==> src/hw/rtl/vgts_pkg.sv <==
// Shared types, constants and helpers for the voxel grid trilinear sampler.
`timescale 1ns / 1ps
package vgts_pkg;

  localparam int unsigned GRID_X_DEF = 32;
  localparam int unsigned GRID_Y_DEF = 32;
  localparam int unsigned GRID_Z_DEF = 32;
  localparam int unsigned COORD_W    = 9;      // holds 0..256
  localparam int unsigned FLAT_W     = 24;     // flat index up to 256^3-1
  localparam int unsigned LOAD_W     = 15;
  localparam int unsigned DATA_W     = 32;
  localparam int unsigned FRAC_W     = 16;
  localparam int unsigned NBANK      = 8;
  localparam int unsigned MEM_MAX    = 32768;  // reachable by a 15-bit load index
  localparam int unsigned CFG_IDX_W  = 3;
  localparam int unsigned QDEPTH     = 4;

  typedef enum logic [CFG_IDX_W-1:0] {
    REG_ORIGIN_X = 3'd0,
    REG_ORIGIN_Y = 3'd1,
    REG_ORIGIN_Z = 3'd2,
    REG_SCALE_X  = 3'd3,
    REG_SCALE_Y  = 3'd4,
    REG_SCALE_Z  = 3'd5
  } cfg_reg_e;

  typedef enum logic {
    OP_LOAD  = 1'b0,
    OP_QUERY = 1'b1
  } op_e;

  // One classified beat handed from front to back.
  typedef struct packed {
    logic                         is_query;
    logic                         in_box;
    logic                         wr_en;
    logic [LOAD_W-1:0]            wr_addr;
    logic [DATA_W-1:0]            wr_data;
    logic [NBANK-1:0][FLAT_W-1:0] rd_addr;
    logic [FRAC_W-1:0]            tx;
    logic [FRAC_W-1:0]            ty;
    logic [FRAC_W-1:0]            tz;
  } qent_t;

  // floor((a*(65536-t) + b*t) / 65536), truncated to 32 bits
  function automatic logic [DATA_W-1:0] lerp16(logic [DATA_W-1:0] a, logic [DATA_W-1:0] b,
                                               logic [FRAC_W-1:0] t);
    logic [FRAC_W:0]   wa;
    logic [48:0]       pa;
    logic [48:0]       pb;
    logic [49:0]       sum;
    wa  = 17'h10000 - {1'b0, t};
    pa  = 49'(a) * 49'(wa);
    pb  = 49'(b) * 49'(t);
    sum = {1'b0, pa} + {1'b0, pb};
    return sum[47:16];
  endfunction

endpackage

==> src/hw/rtl/vgts_queue.sv <==
// Short FIFO between front and back.
`timescale 1ns / 1ps
module vgts_queue (
  input  logic            clk_i,
  input  logic            rst_ni,
  input  logic            push_i,
  input  vgts_pkg::qent_t push_data_i,
  output logic            full_o,
  input  logic            pop_i,
  output logic            empty_o,
  output vgts_pkg::qent_t pop_data_o
);

  localparam int unsigned D  = vgts_pkg::QDEPTH;
  localparam int unsigned PW = $clog2(D);

  vgts_pkg::qent_t   mem_q [D];
  logic [PW-1:0]     wp_q;
  logic [PW-1:0]     rp_q;
  logic [PW:0]       cnt_q;

  assign full_o     = (cnt_q == (PW+1)'(D));
  assign empty_o    = (cnt_q == '0);
  assign pop_data_o = mem_q[rp_q];

  always_ff @(posedge clk_i or negedge rst_ni) begin
    if (!rst_ni) begin
      wp_q  <= '0;
      rp_q  <= '0;
      cnt_q <= '0;
    end else begin
      if (push_i) wp_q <= wp_q + 1'b1;
      if (pop_i)  rp_q <= rp_q + 1'b1;
      cnt_q <= cnt_q + (PW+1)'(push_i) - (PW+1)'(pop_i);
    end
  end

  always_ff @(posedge clk_i) begin
    if (push_i) mem_q[wp_q] <= push_data_i;
  end

endmodule

==> config.mk <==
export PLATFORM = sky130hd
export DESIGN_NAME = vgts_queue
export DESIGN_NICKNAME = d
export VERILOG_FILES = /design/src/hw/rtl/vgts_pkg.sv /design/src/hw/rtl/vgts_queue.sv
export SDC_FILE = /design/constraint.sdc
export NUM_CORES = 1
export LEC_CHECK = 0
export BUFFER_PORTS_ARGS = -buffer_cell sky130_fd_sc_hd__buf_2
export CELL_PAD_IN_SITES_DETAIL_PLACEMENT = 2
export CELL_PAD_IN_SITES_GLOBAL_PLACEMENT = 2
export CORE_UTILIZATION = 40
export CTS_CLUSTER_SIZE = 30
export DETAILED_ROUTE_END_ITERATION = 8
export PLACE_DENSITY = 0.69
export SKIP_LAST_GASP = 1
export SYNTH_ARGS = -nofsm -noshare
export SYNTH_HDL_FRONTEND = slang
export SYNTH_SLANG_ARGS = --single-unit
==> constraint.sdc <==
create_clock -name clk_i -period 17.02 [get_ports clk_i]
set_input_delay 5.106 -clock clk_i [delete_from_list [all_inputs] [get_ports clk_i]]
set_output_delay 5.106 -clock clk_i [all_outputs]
set_load 0.005 [all_outputs]
==> results by group <==
Drt
  – DRT iter0 DRCs: approximately 1,000
  – Final wirelength: 110,000 microns
  – Residual DRC: 240
  – WL/cell: 29.7 microns
  – TritonRoute pass-1 iters: 6
  – Post-DRT Antenna Nets: 0
  – Vias per cell: 5.21
  – Via count: 19,300

Setup path
  – Startpoint Class: flop
  – Setup CP Type: flop to primary output
  – Crit path DAT: 4400 ps
  – Crit end category: primary output
  – CP required: 11,910 ps
  – CP Max Fanout: 53

Global route
  – Grt peak-use layer: met2
  – GR Util met2: 0.360
  – Pin count of the biggest net entering global routing: 146
  – Initial antenna violation count: 40
  – Tot GR Track Use: 0.204
  – Met3 usage: 0.0639
  – Met1 usage in global routing: 0.240
  – Total grt overflow: 0
  – First-pass GRT wire length: between 150,000 and 200,000 microns
  – Vias in the first global route: 21,900

Layout
  – Area Overhead vs Synth: 18.5%
  – Filler instances: 9,321
  – NumNets Final: 2,514
  – Layout cells sized above 1: 0.458
  – Fin util: 0.478
  – Most common cell after layout, fill and taps aside: edfxtp_1
  – Most frequent cells in the layout: edfxtp_1 (1,160), buf_2 (585), mux4_2 (290)

Timing
  – Slew Limit Headroom: 0.117
  – TNS Setup: 0 ps
  – Pins Over Slew Limit: 0
  – Setup-failing EPs final: 0
  – RSZ-0062 raised after global routing: no
  – Fin Clk Skew: ~36 ps
  – Max Fclk: 105 MHz
  – Final hold violations: 0
  – Least-Margin Pin Slew: between 1000 and 1500 ps
  – Period minus WS final: 9500 ps
  – Period utilisation layout: 0.558

Yosys
  – Compound-Gate Fraction of Synth Area: 0.000118
  – YS warnings: 0
  – Mux cell area share after synthesis: 0.154
  – Mapped Area: 0.0425 sq mm
  – Post-synthesis sequential area ratio: 0.823
  – Main combinational cell family by area after synthesis: multiplexers
  – Post-synthesis simple-gate area fraction: 0.00103
  – Cells after Synth: 1,549
  – Synth Area in XOR/XNOR: 0.00103
  – Adder-cell share of the synthesized area: 0.00224
  – Yosys reg bits: about 1,200
  – Distinct cells, synth: 19
  – Mean Syn Cell Area: between 20 and 30 sq um
  – Mapped Nets: 1,850

Pwr
  – Worst vdd ir: 139 uV
  – Power Dens Cells: 175 mW/mm^2
  – Pleak: between 15 and 20 nW
  – Final Power: 8.85 mW

CTS
  – Post-CTS Setup Bufs: 0
  – Clock Path Buffers: 3
  – CTS Sinks: 1,167
  – Post_cts resized: 0
  – CTS buffer count: 121
  – Root Driver: clkbuf_16
  – CTS tree: yes
  – Htree depth: 3
  – Clock slew at reported path FFs: 60 ps
  – Clock Latency Late Sink: about 710 ps
  – Hold buffer count at CTS: 0

Die
  – IO Pins: 586
  – Core area: 0.105 sq mm
  – Area of the die: roughly 0.11 sq mm
  – Die Span Y: approximately 330 microns
  – Die width: 328 microns
  – Row count: 119
  – Initial Util: 0.404

Worst hold path
  – Worst min path class: flop to flop

Placed design
  – Routability cong.: 0.732
  – Post-DP HPWL: a little under 70,000 microns
  – Buffers on Ports: around 590

Outcome
  – Outcome: finished, violations left
  – Failing checks: DRC

Run
  – Number of max-cap violations: 0
critical path, cell delays in order, from the launching register on:
cell and delay, ps:
dfrtp_4 1170, buf_4 720, buf_4 870, mux4_2 630, buf_2 140
power breakdown:
part           internal [mW]  switching (mW)  total (mW)
Sequential              3.77           0.209        3.98
Combinational           1.08            1.28        2.35
Clock                   1.43            1.08        2.51
through the flow:
step	setup WS, ps	instance area [sq um]	std cells	hold slack, ps
6_report	7520	50400	3715	566
5_1_grt	7040	50400	3700	591
4_1_cts	7330	50400	3696	577
3_5_place_dp	8150	46700	3481	554
3_3_place_gp	8150	46700	3481	509
2_1_floorplan	4680	42500	1549	491
cell usage after synthesis:
master    number  area [sq um]
and3_1         1          6.26
mux4_2       290          6530
nand2_1        2          7.51
xor2_1         2          17.5
clkbuf_1       3          11.3
buf_12        30           601
xnor2_1        3          26.3
and2_1         4          25.0
inv_1          6          22.5
fa_1           1          20.0
buf_2         29           145
buf_6          1          11.3
edfxtp_1    1160         34800
dfrtp_1        7           175
buf_8          1          15.0
nor3_1         1          5.00
o21ai_0        1          5.00
ha_1           6          75.1
buf_4          1          7.51
metal layers:
layer | up-vias | part of all wire
li1 | 8114 | -
met1 | 10400 | 0.36
met2 | 606 | 0.53
met3 | 209 | 0.079
met4 | 48 | 0.024
met5 | - | 0.0026
flip-flops by register name, summed over array words and instances (netlist names):
signal,flops
rp_q,2
mem_q,1160
cnt_q,3
wp_q,2
cell families after synthesis:
group                      after synthesis
AOI/OAI and AO/OA                        1
xor gates and xnor gates                 5
adders and majority gates                7
buffers and inverters                   71
DFF                                   1167
muxes                                  290
and+or+nand+nor                          8
area by class of cell:
class | instances | area (sq um) | area share
inverter | 6 | 22.5 | 0.000447
tap | 1391 | 1740 | 0.0345
sequential | 1167 | 35000 | 0.695
multi-input combinational | 311 | 6730 | 0.133
timing repair buffer | 606 | 3150 | 0.0624
clock inverter | 59 | 490 | 0.00973
clock buffer | 156 | 3220 | 0.0639
antenna | 19 | 47.5 | 0.000943
path summary, 6_finish.rpt:
kind / cells past startpoint / from / slack, ps / endpoint
worst max-delay path: 4 / rp_q[0]$_DFFE_PN0P_ / 7520 / pop_data_o[175]
worst max register to register: 4 / wp_q[0]$_DFFE_PN0P_ / 13280 / mem_q[3][181]$_DFFE_PP_
max in group asynchronous: 1 / rst_ni / 12620 / rp_q[1]$_DFFE_PN0P_
worst min-delay path: 1 / wp_q[0]$_DFFE_PN0P_ / 570 / wp_q[0]$_DFFE_PN0P_
worst min register to register: 1 / wp_q[0]$_DFFE_PN0P_ / 570 / wp_q[0]$_DFFE_PN0P_
min in group asynchronous: 1 / rst_ni / 4220 / rp_q[0]$_DFFE_PN0P_
No activity file was read; power rests on OpenSTA's default activity.
